--- src/spbp_pkg.sv ---
// Shared types and constants for the schedule program blob parser.
package spbp_pkg;

  localparam int unsigned QUEUE_DEPTH = 4;

  localparam int unsigned BYTE_W   = 8;
  localparam int unsigned PROG_W   = 8;
  localparam int unsigned TIMER_W  = 9;
  localparam int unsigned WORD_W   = 16;
  localparam int unsigned STATE_W  = 3;
  localparam int unsigned HOUR_W   = 6;
  localparam int unsigned MIN_W    = 6;
  localparam int unsigned OFFS_W   = 18;
  localparam int unsigned CODE_W   = 5;
  localparam int unsigned MINS_W   = 11;

  localparam int unsigned S_TDATA_W = 8;
  localparam int unsigned M_TDATA_W = 56;
  localparam int unsigned M_TUSER_W = 2;

  // Timer word low five bits
  localparam logic [CODE_W-1:0] CODE_CLOCK_OFF = 5'd1;
  localparam logic [CODE_W-1:0] CODE_SUN_OFF   = 5'd3;
  localparam logic [CODE_W-1:0] CODE_CLOCK_ON  = 5'd5;
  localparam logic [CODE_W-1:0] CODE_SUN_ON    = 5'd7;

  localparam logic [10:0] RECIP_60     = 11'd1092;
  localparam logic [5:0]  SECS_PER_MIN = 6'd60;

  typedef struct packed {
    logic [PROG_W-1:0]  program_index;
    logic [TIMER_W-1:0] timer_index;
    logic [WORD_W-1:0]  word;
    logic               blob_done;
  } word_item_t;

  typedef struct packed {
    logic [PROG_W-1:0]  program_index;
    logic [TIMER_W-1:0] timer_index;
    logic [STATE_W-1:0] switch_state;
    logic               event_kind;
    logic               recognized;
    logic [HOUR_W-1:0]  hour;
    logic [MIN_W-1:0]   minute;
    logic               sun_reference;
    logic [OFFS_W-1:0]  offset_seconds;
    logic               blob_done;
  } result_t;

endpackage

--- src/spbp_front.sv ---
// Byte-level blob walker: tracks header, count and timer words, pushes timer words.
module spbp_front (
  input  logic                    clk_i,
  input  logic                    rst_ni,
  input  logic                    in_valid_i,
  input  logic                    in_ready_i,
  input  logic [7:0]              data_byte_i,
  input  logic                    first_byte_i,
  output logic                    push_o,
  output spbp_pkg::word_item_t    push_item_o
);

  localparam logic [2:0] PH_IDLE   = 3'd0;
  localparam logic [2:0] PH_HEADER = 3'd1;
  localparam logic [2:0] PH_CNT_LO = 3'd2;
  localparam logic [2:0] PH_CNT_HI = 3'd3;
  localparam logic [2:0] PH_TMR_LO = 3'd4;
  localparam logic [2:0] PH_TMR_HI = 3'd5;
  localparam logic [2:0] PH_DONE   = 3'd6;

  logic [2:0] phase_q, phase_d;
  logic [2:0] hdr_pos_q, hdr_pos_d;
  logic [7:0] progs_left_q, progs_left_d;
  logic [7:0] cur_prog_q, cur_prog_d;
  logic [8:0] timers_left_q, timers_left_d;
  logic [8:0] cur_timer_q, cur_timer_d;
  logic [7:0] low_byte_q, low_byte_d;
  logic [7:0] progs_after;
  logic [8:0] count_val;
  logic       accept;

  assign accept      = in_valid_i && in_ready_i;
  assign progs_after = progs_left_q - 8'd1;
  assign count_val   = {data_byte_i, low_byte_q[7]};

  always_comb begin
    phase_d       = phase_q;
    hdr_pos_d     = hdr_pos_q;
    progs_left_d  = progs_left_q;
    cur_prog_d    = cur_prog_q;
    timers_left_d = timers_left_q;
    cur_timer_d   = cur_timer_q;
    low_byte_d    = low_byte_q;
    if (accept) begin
      if (first_byte_i) begin
        phase_d       = PH_HEADER;
        hdr_pos_d     = 3'd1;
        progs_left_d  = '0;
        cur_prog_d    = '0;
        timers_left_d = '0;
        cur_timer_d   = '0;
        low_byte_d    = '0;
      end else begin
        case (phase_q)
          PH_HEADER: begin
            if (hdr_pos_q == 3'd1) begin
              progs_left_d = data_byte_i - 8'd1;
            end
            if (hdr_pos_q >= 3'd6) begin
              hdr_pos_d = '0;
              phase_d   = (progs_left_q == 8'd0) ? PH_DONE : PH_CNT_LO;
            end else begin
              hdr_pos_d = hdr_pos_q + 3'd1;
            end
          end
          PH_CNT_LO: begin
            low_byte_d = data_byte_i;
            phase_d    = PH_CNT_HI;
          end
          PH_CNT_HI: begin
            timers_left_d = count_val;
            cur_timer_d   = '0;
            if (count_val == 9'd0) begin
              progs_left_d = progs_after;
              cur_prog_d   = cur_prog_q + 8'd1;
              phase_d      = (progs_after == 8'd0) ? PH_DONE : PH_CNT_LO;
            end else begin
              phase_d = PH_TMR_LO;
            end
          end
          PH_TMR_LO: begin
            low_byte_d = data_byte_i;
            phase_d    = PH_TMR_HI;
          end
          PH_TMR_HI: begin
            cur_timer_d   = cur_timer_q + 9'd1;
            timers_left_d = timers_left_q - 9'd1;
            if (timers_left_q == 9'd1) begin
              progs_left_d = progs_after;
              cur_prog_d   = cur_prog_q + 8'd1;
              phase_d      = (progs_after == 8'd0) ? PH_DONE : PH_CNT_LO;
            end else begin
              phase_d = PH_TMR_LO;
            end
          end
          default: begin
            phase_d = phase_q;
          end
        endcase
      end
    end
  end

  assign push_o = accept && !first_byte_i && (phase_q == PH_TMR_HI);
  assign push_item_o.program_index = cur_prog_q;
  assign push_item_o.timer_index   = cur_timer_q;
  assign push_item_o.word          = {data_byte_i, low_byte_q};
  assign push_item_o.blob_done     = (timers_left_q == 9'd1) && (progs_left_q == 8'd1);

  always_ff @(posedge clk_i or negedge rst_ni) begin
    if (!rst_ni) begin
      phase_q       <= PH_IDLE;
      hdr_pos_q     <= '0;
      progs_left_q  <= '0;
      cur_prog_q    <= '0;
      timers_left_q <= '0;
      cur_timer_q   <= '0;
      low_byte_q    <= '0;
    end else begin
      phase_q       <= phase_d;
      hdr_pos_q     <= hdr_pos_d;
      progs_left_q  <= progs_left_d;
      cur_prog_q    <= cur_prog_d;
      timers_left_q <= timers_left_d;
      cur_timer_q   <= cur_timer_d;
      low_byte_q    <= low_byte_d;
    end
  end

endmodule

--- src/spbp_queue.sv ---
// Small FIFO of timer words between the byte walker and the decoder.
module spbp_queue #(
  parameter int unsigned Depth = spbp_pkg::QUEUE_DEPTH
) (
  input  logic                 clk_i,
  input  logic                 rst_ni,
  input  logic                 push_i,
  input  spbp_pkg::word_item_t push_item_i,
  input  logic                 pop_i,
  output spbp_pkg::word_item_t pop_item_o,
  output logic                 empty_o,
  output logic                 full_o
);

  localparam int unsigned PtrW = (Depth > 1) ? $clog2(Depth) : 1;
  localparam int unsigned CntW = $clog2(Depth + 1);
  localparam logic [PtrW-1:0] LastPtr = PtrW'(Depth - 1);
  localparam logic [CntW-1:0] FullCnt = CntW'(Depth);

  spbp_pkg::word_item_t mem_q [Depth];
  logic [PtrW-1:0] wr_ptr_q, rd_ptr_q;
  logic [CntW-1:0] count_q;
  logic            do_push, do_pop;

  assign empty_o    = (count_q == '0);
  assign full_o     = (count_q == FullCnt);
  assign do_push    = push_i && !full_o;
  assign do_pop     = pop_i && !empty_o;
  assign pop_item_o = mem_q[rd_ptr_q];

  always_ff @(posedge clk_i) begin
    if (do_push) begin
      mem_q[wr_ptr_q] <= push_item_i;
    end
  end

  always_ff @(posedge clk_i or negedge rst_ni) begin
    if (!rst_ni) begin
      wr_ptr_q <= '0;
      rd_ptr_q <= '0;
      count_q  <= '0;
    end else begin
      if (do_push) begin
        wr_ptr_q <= (wr_ptr_q == LastPtr) ? '0 : wr_ptr_q + 1'b1;
      end
      if (do_pop) begin
        rd_ptr_q <= (rd_ptr_q == LastPtr) ? '0 : rd_ptr_q + 1'b1;
      end
      if (do_push && !do_pop) begin
        count_q <= count_q + 1'b1;
      end else if (do_pop && !do_push) begin
        count_q <= count_q - 1'b1;
      end
    end
  end

endmodule

--- src/spbp_back.sv ---
// Timer word decoder: two register stages, minutes split into hour and minute.
module spbp_back (
  input  logic                 clk_i,
  input  logic                 rst_ni,
  input  logic                 q_empty_i,
  input  spbp_pkg::word_item_t q_item_i,
  output logic                 q_pop_o,
  output logic                 out_valid_o,
  input  logic                 out_ready_i,
  output spbp_pkg::result_t    out_o
);

  typedef struct packed {
    logic [7:0]  program_index;
    logic [8:0]  timer_index;
    logic [2:0]  switch_state;
    logic        event_kind;
    logic        recognized;
    logic        is_clock;
    logic [10:0] minutes;
    logic [5:0]  hour_est;
    logic        sun_reference;
    logic [17:0] offset_seconds;
    logic        blob_done;
  } stage_a_t;

  stage_a_t a_q, a_d;
  logic     a_valid_q;
  logic     a_ready, b_ready;
  logic     out_valid_q;
  spbp_pkg::result_t out_q, out_d;

  logic [4:0]  code;
  logic [10:0] minutes;
  logic [8:0]  sun_units;
  logic [21:0] recip_prod;
  logic [16:0] clock_secs;
  logic [14:0] sun_secs;
  logic        is_clock, is_sun;
  logic [11:0] rem_est;
  logic [11:0] est_secs;

  assign b_ready = !out_valid_q || out_ready_i;
  assign a_ready = !a_valid_q || b_ready;
  assign q_pop_o = !q_empty_i && a_ready;

  assign code       = q_item_i.word[4:0];
  assign minutes    = q_item_i.word[15:5];
  assign sun_units  = q_item_i.word[15:7];
  assign is_clock   = (code == spbp_pkg::CODE_CLOCK_OFF) || (code == spbp_pkg::CODE_CLOCK_ON);
  assign is_sun     = (code == spbp_pkg::CODE_SUN_OFF) || (code == spbp_pkg::CODE_SUN_ON);
  assign recip_prod = {11'd0, minutes} * {11'd0, spbp_pkg::RECIP_60};
  assign clock_secs = {6'd0, minutes} * {11'd0, spbp_pkg::SECS_PER_MIN};
  assign sun_secs   = {6'd0, sun_units} * {9'd0, spbp_pkg::SECS_PER_MIN};

  always_comb begin
    a_d.program_index = q_item_i.program_index;
    a_d.timer_index   = q_item_i.timer_index;
    a_d.switch_state  = code[4:2];
    a_d.event_kind    = code[1];
    a_d.recognized    = is_clock || is_sun;
    a_d.is_clock      = is_clock;
    a_d.minutes       = minutes;
    // reciprocal estimate is exact or one low
    a_d.hour_est      = recip_prod[21:16];
    a_d.sun_reference = is_sun && q_item_i.word[5];
    a_d.blob_done     = q_item_i.blob_done;
    if (is_clock) begin
      a_d.offset_seconds = {1'b0, clock_secs};
    end else if (is_sun) begin
      a_d.offset_seconds = q_item_i.word[6] ? (18'd0 - {3'b000, sun_secs})
                                            : {3'b000, sun_secs};
    end else begin
      a_d.offset_seconds = '0;
    end
  end

  assign est_secs = {6'd0, a_q.hour_est} * {6'd0, spbp_pkg::SECS_PER_MIN};
  assign rem_est  = {1'b0, a_q.minutes} - est_secs;

  always_comb begin
    out_d.program_index  = a_q.program_index;
    out_d.timer_index    = a_q.timer_index;
    out_d.switch_state   = a_q.switch_state;
    out_d.event_kind     = a_q.event_kind;
    out_d.recognized     = a_q.recognized;
    out_d.sun_reference  = a_q.sun_reference;
    out_d.offset_seconds = a_q.offset_seconds;
    out_d.blob_done      = a_q.blob_done;
    out_d.hour           = '0;
    out_d.minute         = '0;
    if (a_q.is_clock) begin
      // fix up the one-low estimate
      if (rem_est >= 12'(spbp_pkg::SECS_PER_MIN)) begin
        out_d.hour   = a_q.hour_est + 6'd1;
        out_d.minute = 6'(rem_est - 12'(spbp_pkg::SECS_PER_MIN));
      end else begin
        out_d.hour   = a_q.hour_est;
        out_d.minute = rem_est[5:0];
      end
    end
  end

  always_ff @(posedge clk_i) begin
    if (q_pop_o) begin
      a_q <= a_d;
    end
    if (a_valid_q && b_ready) begin
      out_q <= out_d;
    end
  end

  always_ff @(posedge clk_i or negedge rst_ni) begin
    if (!rst_ni) begin
      a_valid_q   <= 1'b0;
      out_valid_q <= 1'b0;
    end else begin
      if (a_ready) begin
        a_valid_q <= !q_empty_i;
      end
      if (b_ready) begin
        out_valid_q <= a_valid_q;
      end
    end
  end

  assign out_valid_o = out_valid_q;
  assign out_o       = out_q;

endmodule

--- src/schedule_program_blob_parser_core.sv ---
// Top level of the schedule program blob parser.
//
//   channel  | dir | beat
//   ---------+-----+-----------------------------------------------------------
//   s_axis   | in  | one blob byte; tuser marks byte 0 of a blob
//   m_axis   | out | one decoded timer event; tlast marks the blob's final event
//
// One byte is taken per cycle; tready drops only when the word queue is full.
// After its high byte is taken, a timer event passes through the queue, the
// decode stage and the output register before it leaves.
// Reset clears all parse state and empties the queue; no pass runs after it.
// A stall on m_axis fills the queue and then holds s_axis.
module schedule_program_blob_parser_core #(
  parameter int unsigned QueueDepth = spbp_pkg::QUEUE_DEPTH
) (
  input  logic                             clk_i,
  input  logic                             rst_ni,
  input  logic                             s_axis_tvalid,
  output logic                             s_axis_tready,
  // [7:0] data_byte
  input  logic [spbp_pkg::S_TDATA_W-1:0]   s_axis_tdata,
  // [0] first_byte
  input  logic                             s_axis_tuser,
  output logic                             m_axis_tvalid,
  input  logic                             m_axis_tready,
  // [7:0] program_index, [16:8] timer_index, [19:17] switch_state, [25:20] hour,
  // [31:26] minute, [32] sun_reference, [50:33] offset_seconds, [55:51] zero
  output logic [spbp_pkg::M_TDATA_W-1:0]   m_axis_tdata,
  // [0] event_kind, [1] recognized
  output logic [spbp_pkg::M_TUSER_W-1:0]   m_axis_tuser,
  // blob_done
  output logic                             m_axis_tlast
);

  spbp_pkg::word_item_t push_item, pop_item;
  spbp_pkg::result_t    result;
  logic push, pop, q_empty, q_full;

  assign s_axis_tready = !q_full;

  spbp_front u_front (
    .clk_i        (clk_i),
    .rst_ni       (rst_ni),
    .in_valid_i   (s_axis_tvalid),
    .in_ready_i   (s_axis_tready),
    .data_byte_i  (s_axis_tdata),
    .first_byte_i (s_axis_tuser),
    .push_o       (push),
    .push_item_o  (push_item)
  );

  spbp_queue #(
    .Depth (QueueDepth)
  ) u_queue (
    .clk_i       (clk_i),
    .rst_ni      (rst_ni),
    .push_i      (push),
    .push_item_i (push_item),
    .pop_i       (pop),
    .pop_item_o  (pop_item),
    .empty_o     (q_empty),
    .full_o      (q_full)
  );

  spbp_back u_back (
    .clk_i       (clk_i),
    .rst_ni      (rst_ni),
    .q_empty_i   (q_empty),
    .q_item_i    (pop_item),
    .q_pop_o     (pop),
    .out_valid_o (m_axis_tvalid),
    .out_ready_i (m_axis_tready),
    .out_o       (result)
  );

  assign m_axis_tdata = {5'b00000, result.offset_seconds, result.sun_reference,
                         result.minute, result.hour, result.switch_state,
                         result.timer_index, result.program_index};
  assign m_axis_tuser = {result.recognized, result.event_kind};
  assign m_axis_tlast = result.blob_done;

endmodule

--- config.mk ---
export PLATFORM = sky130hd
export DESIGN_NAME = schedule_program_blob_parser_core
export DESIGN_NICKNAME = d
export VERILOG_FILES = /design/src/spbp_pkg.sv /design/src/spbp_front.sv /design/src/spbp_queue.sv /design/src/spbp_back.sv /design/src/schedule_program_blob_parser_core.sv
export SDC_FILE = /design/constraint.sdc
export NUM_CORES = 1
export LEC_CHECK = 0
export CAP_MARGIN = 20
export CORE_UTILIZATION = 43
export DETAILED_ROUTE_END_ITERATION = 6
export DONT_BUFFER_PORTS = 1
export PLACE_DENSITY_LB_ADDON = 0.08
export SYNTH_ARGS = -nofsm -noshare
export SYNTH_HDL_FRONTEND = slang
export SYNTH_SLANG_ARGS = --single-unit
--- constraint.sdc ---
create_clock -name clk_i -period 9 [get_ports clk_i]
set_input_delay 0 -clock clk_i [delete_from_list [all_inputs] [get_ports clk_i]]
set_output_delay 0 -clock clk_i [all_outputs]
set_load 0.02 [all_outputs]
**Word level (Yosys, flattened, before mapping)**

Memories as Yosys holds them, arrays and structs flattened.
Index checks and enable logic that the tools add are counted.

- Add/subtract/negate cells: 14
- Multiply operators: 4
- Magnitude comparators: 2
- Equal/unequal tests: 19
- Multiplexer cells: 35
- Bitwise gates (word level): 2
- Reduce and logical (&&, ||, !) cells: 41

Operators by type and width:

| operator | count |
|---|---|
| 8-bit 2-to-1 mux | 9 |
| 17-bit 2-to-1 mux | 3 |
| 9-bit one-hot mux with 2 select lines | 2 |
| 3-bit 2-to-1 mux | 11 |
| 8-bit one-hot mux with 3 select lines | 1 |
| 11-bit by 9-bit multiplier with 20-bit output, second input constant | 1 |
| 9-bit 2-to-1 mux | 2 |
| 8-bit zero test | 2 |
| 8-bit one-hot mux with 2 select lines | 1 |
| 1-bit by 15-bit subtractor with 16-bit output, first input constant | 1 |
| 8-bit by 1-bit subtractor with 8-bit output, second input constant | 2 |
| 11-bit by 4-bit multiplier with 15-bit output, second input constant | 1 |
| 3-bit one-hot mux with 5 select lines | 1 |
| 9-bit by 4-bit multiplier with 13-bit output, second input constant | 1 |
| 12-bit by 6-bit greater-or-equal comparator with 1-bit output, second input constant | 1 |
| 12-bit 2-to-1 mux | 1 |
| 3-bit by 2-bit != test with 1-bit output, second input constant | 4 |
| 11-bit by 12-bit subtractor with 12-bit output | 1 |
| 1-bit logical AND | 11 |
| 5-bit by 3-bit == test with 1-bit output, second input constant | 2 |
| 6-bit by 4-bit multiplier with 10-bit output, second input constant | 1 |
| 9-bit by 1-bit adder with 9-bit output, second input constant | 1 |
| 3-bit == test, second input constant | 3 |
| 9-bit by 1-bit == test with 1-bit output, second input constant | 1 |
| other kinds (31) | 53 |

- Flip-flop bits (word level): 171
- Bits in writable memories: 136
- Input port bits: 13
- Output and inout bits: 61
- Word-level logic and storage cells: 152
- Memories kept: 1

Memory list:

| name | depth | width | read ports | clocked after memory_dff | write ports | RTL line | source |
|---|---|---|---|---|---|---|---|
| u_queue.mem_q | 4 | 34 | 1 | 0 | 1 | spbp_queue.sv:20 | `spbp_pkg::word_item_t mem_q [Depth];` |

**Logic depth before layout (Yosys ltp)**

Gate-level depths: netlist (run 1).

- Depth after elaboration: 10
- Mapped depth: 22
- Mapped depth without buffers: 21

**Cells and area by module**

From an unflattened synthesis (run 1), not the netlist that was laid out.

- Cells, all modules: 1,195
- Area total of the unflattened synthesis: 15,996.6 um^2

By module, submodules not included:

| module | instances | cells each | area an instance (um^2) |
|---|---|---|---|
| spbp_back | 1 | 609 | 7,394.6 |
| spbp_queue | 1 | 215 | 5,392.7 |
| spbp_front | 1 | 364 | 3,164.3 |
| schedule_program_blob_parser_core | 1 | 7 | 45.0 |

**Worst setup path before layout (run 1)**

OpenSTA, ideal clock, no wires.

- Path kind: reg-to-reg
- Start: reg u_back.out_valid_q (netlist: u_back.out_valid_o)
- End: reg u_queue.count_q[1]
- Library setup time: 0.125 ns
- Arrival: 4.817 ns
- Required time: 8.875 ns
- Setup slack: 4.059 ns
- Cell stages (with the launch flop): 8
- Path buffers: 0
- Cell sequence: dfrtp_1 > nor2b_1 > a21oi_1 > inv_1 > ha_1 > inv_1 > fa_1 > mux2_2

- Longest elaborated chain between the ends: 8
- Elaborated cells between the ends (all ways): 10
- Those cells by class: mux (1); reduce/logical (9)

RTL lines:

| item | RTL line | source |
|---|---|---|
| start: declaration | spbp_back.sv:30 | `logic out_valid_q;` |
| start signal: assignment | spbp_back.sv:122 | `out_valid_q <= a_valid_q;` |
| 1-bit zero test (*) | spbp_back.sv:43 | `assign b_ready = !out_valid_q \|\| out_ready_i;` |
| 1-bit logical OR (*) | spbp_back.sv:43 |  |
| 1-bit logical OR (*) | spbp_back.sv:44 | `assign a_ready = !a_valid_q \|\| b_ready;` |
| 1-bit logical AND (*) | spbp_back.sv:45 | `assign q_pop_o = !q_empty_i && a_ready;` |
| net pop | schedule_program_blob_parser_core.sv:37 | `logic push, pop, q_empty, q_full;` |
| 1-bit logical AND (*) | spbp_queue.sv:28 | `assign do_pop = pop_i && !empty_o;` |
| 1-bit zero test | spbp_queue.sv:49 | `if (do_push && !do_pop) begin` |
| 1-bit logical AND | spbp_queue.sv:49 |  |
| 3-bit 2-to-1 mux / 2-bit nonzero test (equally long branches) | n/a |  |
| end signal: assignment | spbp_queue.sv:50 | `count_q <= count_q + 1'b1;` |
| end signal: assignment | spbp_queue.sv:52 | `count_q <= count_q - 1'b1;` |
| end: declaration | spbp_queue.sv:22 | `logic [CntW-1:0] count_q;` |

The timed path passes the listed nets; every way through them passes the cells marked *.
A chain may end at the register's enable or synchronous reset.

==> metrics.log, run 1 <==
INFO  metric cp_max_fo = 27
INFO  metric timing.critical_path.to_type = flip-flop
INFO  metric layout.cells.most_common_list = sky130_fd_sc_hd__edfxtp_1 (246), sky130_fd_sc_hd__ha_1 (100), sky130_fd_sc_hd__inv_1 (85)
INFO  metric xor_xnor_cell_area_share_of_the_yosys_netlist = 3.57%
INFO  metric gr_util_all_layers = 18.0%
INFO  metric remaining_drc_errors = 0
INFO  metric drtAntennaViolNets = 0
INFO  metric cp_slowest_cell = sky130_fd_sc_hd__mux4_1
INFO  metric max_clock_freq = 178 MHz
INFO  metric hold_path_class = in -> reg
INFO  metric worst_path_dominant_cell_family = adder cells
INFO  metric postSynthRegisterBits = 303
INFO  metric post_dp_cell_area = 15900 µm²
INFO  metric routabilityCongestion = 0.830
INFO  metric whs_path_depth = 4
INFO  metric synth_simple_gate_area_share = 8.16%
INFO  metric grt.busiest_layer = met2
INFO  metric most_common_library_cell_in_the_layout_ignoring_fill_and_taps = sky130_fd_sc_hd__edfxtp_1
INFO  metric die_height = ~190 µm
INFO  metric number_of_antenna_violations_at_the_first_check_in_global_routing = 0
INFO  metric clock_insertion_delay_worst_skew = approximately 550 ps
INFO  metric slew_headroom = around 34%
INFO  metric post_route_cells_drive_above_1_share = 9.88%
INFO  metric worstPathRequired = 9300 ps
INFO  metric use_met3 = 4.09%
INFO  metric h-tree-depth = 2
INFO  metric grt_util_met2 = 30.0%
INFO  metric critical_path.reg2reg.startpoint = u_queue.rd_ptr_q[0]
INFO  metric netlist_area = about 15000 µm²
INFO  metric number_of_vias_per_cell = 5.36
INFO  metric arrival = 5910 ps
INFO  metric report.final.slew_viol_count = 0
INFO  metric grt_max_degree = 62
INFO  metric areaGrowthSynthToFinish = 11.7%
INFO  metric placementRows = 69
INFO  metric worstHoldEndpoint = u_front.progs_left_q[1]
INFO  metric async_reset_ff_share = 18.8%
INFO  metric floorplan.initialDensity = 43.6%
INFO  metric cts.repair_timing.setup_buffer_count = 0
INFO  metric tritoncts.num_buffers = 35
INFO  metric grt_setup_unrepaired = false
INFO  metric setup-tns-final = 0 ps
INFO  metric path_class = reg -> reg
INFO  metric number_of_flops_mapped_to_enable_cells_by_yosys = 246
INFO  metric timing.critical_path.mode_cell = sky130_fd_sc_hd__fa_1
INFO  metric synth.lib_cells_used.distinct = 73
INFO  metric synth.avg_cell_area = between 10 and 15 µm²
INFO  metric core_area = 35500 µm²
INFO  metric ys_seq_area_share = 57.0%
INFO  metric die_x = 192 µm
INFO  metric num_antenna_cells = 0
INFO  metric outcome = complete, no violations
INFO  metric fin_crit_period = 5620 ps
INFO  metric wire_length_of_the_first_global_routing_pass = 50800 µm
INFO  metric synthAdderAreaFrac = 12.5%
INFO  metric initialDrtViolationCount = 509
INFO  metric use_met1 = 23.3%
INFO  metric post-route-cell-area = approximately 17000 µm²
INFO  metric worst_pin_slew = 980 ps
INFO  metric synth_compound_gate_area_share = 9.26%
INFO  metric wl = 31300 µm
INFO  metric clock_tree.buffer_depth = 3
INFO  metric drt-wirelength-per-cell = about 19 µm
INFO  metric finalClockSkew = 18.9 ps
INFO  metric hp-start = s_axis_tuser
INFO  metric worst_path_largest_cell_delay = 970 ps
INFO  metric clkTransAtPathRegs = 60 ps
INFO  metric ioPinCount = 74
INFO  metric finish.net_count = 1325
INFO  metric path_cells = buf_4, mux4_1, fa_1, fa_1, fa_1, a21o_1, a21oi_1, nor2b_1, o21a_1, o41ai_1, o21ai_0, xor2_1, a21o_1
INFO  metric tritoncts = done
INFO  metric portBuffers = 0
INFO  metric die-area = 36700 µm²
INFO  metric syn_inst = 1150
INFO  metric first_global_vias = 9098
INFO  metric dp.final_hpwl = a little over 20000 µm
INFO  metric cts-root-buf = sky130_fd_sc_hd__clkbuf_16
INFO  metric largest_family_of_logic_cells_by_synthesized_area = adder cells
INFO  metric vias = approximately 9k
INFO  metric overflow = 0
INFO  metric drt_first_pass_iters = 5
INFO  metric timing.max_cap.violations = 0
INFO  metric numClockSinks = 303
INFO  metric worst_setup_path_start_kind = flip-flop
INFO  metric ys_dominant_reg_cell = sky130_fd_sc_hd__edfxtp_1
INFO  metric synth-warning-count = 0
INFO  metric worst_r2r_endpoint = u_back.a_q[17]
INFO  metric finalSetupViolations = 0
INFO  metric critical_path.n_buffers_inverters = 1
INFO  metric finalHoldViolCount = 0
INFO  metric synth.mux.area_fraction = 6.10%
INFO  metric layout_worst_path_cycle_share = 62.4%
INFO  metric reg2reg_depth = 13
INFO  metric worst-r2r-setup-slack = 3380 ps
registers in the layout, summed over array words and instances, names as in the netlist:
name                   flops
u_back.out_o              52
u_front.phase_q            3
u_front.timers_left_q      9
u_back.a_q                58
u_back.a_valid_q           1
u_front.progs_left_q       8
u_front.cur_timer_q        9
u_queue.count_q            3
u_queue.rd_ptr_q           2
u_queue.mem_q            136
u_front.hdr_pos_q          3
u_queue.wr_ptr_q           2
u_front.cur_prog_q         8
u_front.low_byte_q         8
u_back.out_valid_o         1
routing by layer:
metal  share of wire (%)  vias to the layer above
met2                  49                      170
met1                  45                     4381
li1                    -                     4322
met4                 2.4                        0
met3                 4.3                       57
met5                   0                        -
through the flow:
step	std cells	hold WS, ps	utilization (%)	setup WS (ps)
after floorplan	1156	-296	-	4060
after global placement	1584	-292	44.9	3410
after detailed placement	1584	-292	44.9	3330
after CTS	1663	9.86	48.6	3310
after global routing	1665	57.2	48.7	3000
final	1665	45.1	48.7	3380
area by class of cell:
cell class / instances / area [µm²]
fill: 3065 / 18200
sequential: 303 / 8810
multi-input combinational: 725 / 6160
clock buffer: 42 / 912
tap: 461 / 577
inverter: 86 / 323
timing repair buffer: 27 / 280
clock inverter: 21 / 201
cell families (layout without fill, tap and decap cells):
logic type | Yosys count | in the layout
DFF | 303 | 303
and+or+nand+nor | 256 | 256
AOI/OAI and AO/OA | 216 | 216
adders and majority gates | 134 | 134
buffers and inverters | 128 | 176
xor gates and xnor gates | 63 | 63
muxes | 49 | 49
other | 1 | 7
worst max path at each step:
stage                              startpoint                  to  slack [ps]  cells after the start
after CTS                 u_queue.rd_ptr_q[0]      u_back.a_q[17]        3310                     13
after global placement    u_queue.rd_ptr_q[0]      u_back.a_q[17]        3410                     13
after global routing      u_queue.rd_ptr_q[0]      u_back.a_q[17]        3000                     14
after detailed placement  u_queue.rd_ptr_q[0]      u_back.a_q[17]        3330                     13
final                     u_queue.rd_ptr_q[0]      u_back.a_q[17]        3380                     13
after floorplan            u_back.out_valid_o  u_queue.count_q[1]        4060                      7
timing repair:
item | CTS | global route
resized for setup | 0 | 0
endpoints found under the hold margin | 128 | 0
hold buffers | 16 | 0
synthesized netlist by cell type, types with 5 or more instances:
master / instances / area (µm²)
sky130_fd_sc_hd__mux2_2: 7 / 78.8
sky130_fd_sc_hd__a31o_2: 5 / 43.8
sky130_fd_sc_hd__nand3_1: 19 / 95.1
sky130_fd_sc_hd__a21oi_1: 39 / 195
sky130_fd_sc_hd__nor4_1: 6 / 37.5
sky130_fd_sc_hd__or3_1: 9 / 56.3
sky130_fd_sc_hd__fa_1: 34 / 681
sky130_fd_sc_hd__a22o_1: 7 / 61.3
sky130_fd_sc_hd__o41ai_1: 11 / 96.3
sky130_fd_sc_hd__nor3_1: 21 / 105
sky130_fd_sc_hd__a31oi_1: 5 / 31.3
sky130_fd_sc_hd__nand2b_1: 10 / 62.6
sky130_fd_sc_hd__xnor2_1: 31 / 272
sky130_fd_sc_hd__dfrtp_1: 57 / 1430
sky130_fd_sc_hd__inv_1: 85 / 319
sky130_fd_sc_hd__a21o_1: 15 / 113
sky130_fd_sc_hd__o21ai_0: 64 / 320
sky130_fd_sc_hd__clkbuf_1: 25 / 93.8
sky130_fd_sc_hd__mux2i_1: 8 / 80.1
sky130_fd_sc_hd__mux4_1: 5 / 131
sky130_fd_sc_hd__mux4_2: 29 / 653
sky130_fd_sc_hd__o22ai_1: 6 / 37.5
sky130_fd_sc_hd__nor2b_1: 13 / 81.3
sky130_fd_sc_hd__nand2_1: 61 / 229
sky130_fd_sc_hd__buf_4: 10 / 75.1
sky130_fd_sc_hd__nor2_1: 68 / 255
sky130_fd_sc_hd__nand4_1: 9 / 56.3
sky130_fd_sc_hd__ha_1: 100 / 1250
sky130_fd_sc_hd__o21a_1: 8 / 60.1
sky130_fd_sc_hd__and2_1: 8 / 50.1
sky130_fd_sc_hd__edfxtp_1: 246 / 7390
sky130_fd_sc_hd__and3_1: 12 / 75.1
sky130_fd_sc_hd__or2_2: 5 / 31.3
sky130_fd_sc_hd__xor2_1: 32 / 280
sky130_fd_sc_hd__a21boi_0: 5 / 37.5
sky130_fd_sc_hd__a211oi_1: 12 / 90.1
worst register-to-register path, cell delays in order, from the launching register on:
cell and delay [ps]:
sky130_fd_sc_hd__dfrtp_2 590, sky130_fd_sc_hd__buf_4 540, sky130_fd_sc_hd__mux4_1 980, sky130_fd_sc_hd__fa_1 690, sky130_fd_sc_hd__fa_1 460, sky130_fd_sc_hd__fa_1 420, sky130_fd_sc_hd__a21o_1 170, sky130_fd_sc_hd__a21oi_1 220
sky130_fd_sc_hd__nor2b_1 70, sky130_fd_sc_hd__o21a_1 210, sky130_fd_sc_hd__o41ai_1 470, sky130_fd_sc_hd__o21ai_0 180, sky130_fd_sc_hd__xor2_1 170, sky130_fd_sc_hd__a21o_1 180
Power of run 1 is not shown: default switching activity piles up to over one toggle a cycle in this logic, so the estimate is an artifact.
==> inputs of run 2 (changes only) <==
- clock period: 9 -> 4.95 ns (I/O delays scaled with it)
==> metrics.log, run 2 (synthesized netlist as in run 1, its figures left out) <==
INFO  metric tritoncts.num_buffers = 34
INFO  metric grt_max_degree = a little under 60
INFO  metric core_area = ~35000 µm²
INFO  metric areaGrowthSynthToFinish = 14.7%
INFO  metric wl = 31400 µm
INFO  metric numClockSinks = 303
INFO  metric use_met1 = 22.9%
INFO  metric worst_setup_path_start_kind = flip-flop
INFO  metric drt-wirelength-per-cell = 18.4 µm
INFO  metric gr_util_all_layers = 17.9%
INFO  metric number_of_antenna_violations_at_the_first_check_in_global_routing = 1
INFO  metric area.sequential = between 8000 and 9000 µm²
INFO  metric cts-root-buf = sky130_fd_sc_hd__clkbuf_16
INFO  metric remaining_drc_errors = 0
INFO  metric fin_crit_period = 4780 ps
INFO  metric slew_headroom = 39.3%
INFO  metric path_class = reg -> reg
INFO  metric worst_pin_slew = ~900 ps
INFO  metric cp_max_fo = 5
INFO  metric layout.cells.most_common_list = sky130_fd_sc_hd__edfxtp_1 (246), sky130_fd_sc_hd__ha_1 (97), sky130_fd_sc_hd__inv_1 (84)
INFO  metric initialDrtViolationCount = 564
INFO  metric finalHoldViolCount = 0
INFO  metric grt_util_met2 = between 30% and 40%
INFO  metric worstPathRequired = 5370 ps
INFO  metric setup-tns-final = 0 ps
INFO  metric max_clock_freq = 209 MHz
INFO  metric portBuffers = 0
INFO  metric clock_tree.buffer_depth = 3
INFO  metric timing.max_cap.violations = 0
INFO  metric vias = 9039
INFO  metric die_x = approximately 190 µm
INFO  metric max_ffs_per_register = around 140
INFO  metric use_met3 = 3.45%
INFO  metric die-area = 36700 µm²
INFO  metric drtAntennaViolNets = 0
INFO  metric finalClockSkew = 22.1 ps
INFO  metric floorplan.initialDensity = a little over two fifths
INFO  metric finish.net_count = 1366
INFO  metric number_of_vias_per_cell = ~5.3
INFO  metric first_global_vias = 9001
INFO  metric overflow = 0
INFO  metric ioPinCount = 74
INFO  metric hold_path_class = in -> reg
INFO  metric largest-register = u_queue.mem_q
INFO  metric clock_insertion_delay_worst_skew = 560 ps
INFO  metric arrival = between 5000 and 6000 ps
INFO  metric die_height = 192 µm
INFO  metric timing.critical_path.to_type = flip-flop
INFO  metric drt_first_pass_iters = 6
INFO  metric most_common_library_cell_in_the_layout_ignoring_fill_and_taps = sky130_fd_sc_hd__edfxtp_1
INFO  metric clkTransAtPathRegs = approximately 60 ps
INFO  metric post_route_cells_drive_above_1_share = 14.3%
INFO  metric h-tree-depth = 2
INFO  metric outcome = complete, no violations
INFO  metric layout_worst_path_cycle_share = a little over nine tenths
INFO  metric placementRows = between 60 and 70
INFO  metric dp.final_hpwl = between 20000 and 25000 µm
INFO  metric routabilityCongestion = roughly 0.83
INFO  metric tritoncts = done
INFO  metric grt.busiest_layer = met2
INFO  metric multiInputGateArea = 6240 µm²
INFO  metric finalSetupViolations = 0
INFO  metric wire_length_of_the_first_global_routing_pass = 50200 µm
INFO  metric fill_cells = roughly 3.0k
INFO  metric report.final.slew_viol_count = 0
[run 2: cell type report]
cell class | count | area share [%]
sequential | 303 | 49.7
clock buffer | 43 | 5.10
antenna | 1 | 0.0141
tap | 461 | 3.25
multi-input combinational | 725 | 35.2
clock inverter | 19 | 1.36
inverter | 86 | 1.82
timing repair buffer | 69 | 3.55
[run 2: worst paths after layout]
| check | startpoint | end | slack [ps] | depth (start not counted) |
|---|---|---|---|---|
| worst min register to register | u_back.a_q[11] | u_back.out_o[11] | 420 | 0 |
| worst max register to register | u_back.a_q[22] | u_back.out_o[25] | 170 | 19 |
| min in group asynchronous | rst_ni | u_front.cur_timer_q[5] | 60 | 3 |
| worst min-delay path | s_axis_tuser | u_front.progs_left_q[1] | 50 | 4 |
| worst max-delay path | u_back.a_q[22] | u_back.out_o[25] | 170 | 19 |
| max in group asynchronous | rst_ni | u_queue.rd_ptr_q[0] | 4580 | 3 |
[run 2: metrics by stage]
step | worst slack [ps] | area, µm² | util (%) | instances | hold WS [ps]
final | 165 | 17700 | 50.0 | 1707 | 52.9
after global routing | -23.5 | 17700 | 50.0 | 1707 | 83.7
after CTS | 36.1 | 17600 | 49.7 | 1703 | 20.9
after detailed placement | 67.1 | 16300 | 45.9 | 1627 | -292
after global placement | 106 | 16300 | 45.9 | 1626 | -292
after floorplan | 8.53 | 15500 | - | 1156 | -296
[run 2: metal layers]
metal / vias up / wire length, µm
li1: 4406 / -
met1: 4443 / 13800
met2: 145 / 15600
met3: 45 / 1240
met4: 0 / 795
met5: - / 0
[run 2: timing repair]
action | in CTS | in global routing
resized for setup | 0 | 18
hold endpoints to repair | 128 | 0
setup buffers | 0 | 3
setup endpoints to repair | 0 | 9
hold buffers | 14 | 0
[run 2: worst max-delay path, stage by stage, from the launching register on]
cell                       delay [ps]
sky130_fd_sc_hd__edfxtp_1         420
sky130_fd_sc_hd__buf_6            160
sky130_fd_sc_hd__fa_2             480
sky130_fd_sc_hd__fa_1             570
sky130_fd_sc_hd__inv_1             60
sky130_fd_sc_hd__fa_2             340
sky130_fd_sc_hd__nor2_1            90
sky130_fd_sc_hd__o21ai_0           80
sky130_fd_sc_hd__nand2b_1         110
sky130_fd_sc_hd__a21o_1           130
sky130_fd_sc_hd__a21oi_2           60
sky130_fd_sc_hd__xor2_1           140
sky130_fd_sc_hd__ha_2             200
sky130_fd_sc_hd__or3_4            340
sky130_fd_sc_hd__o31ai_4          250
sky130_fd_sc_hd__xnor2_2          160
sky130_fd_sc_hd__xor2_2           250
sky130_fd_sc_hd__nor4_4            80
sky130_fd_sc_hd__or4b_2           640
sky130_fd_sc_hd__nand2_1           90
Power of run 2 is left out for the same reason.
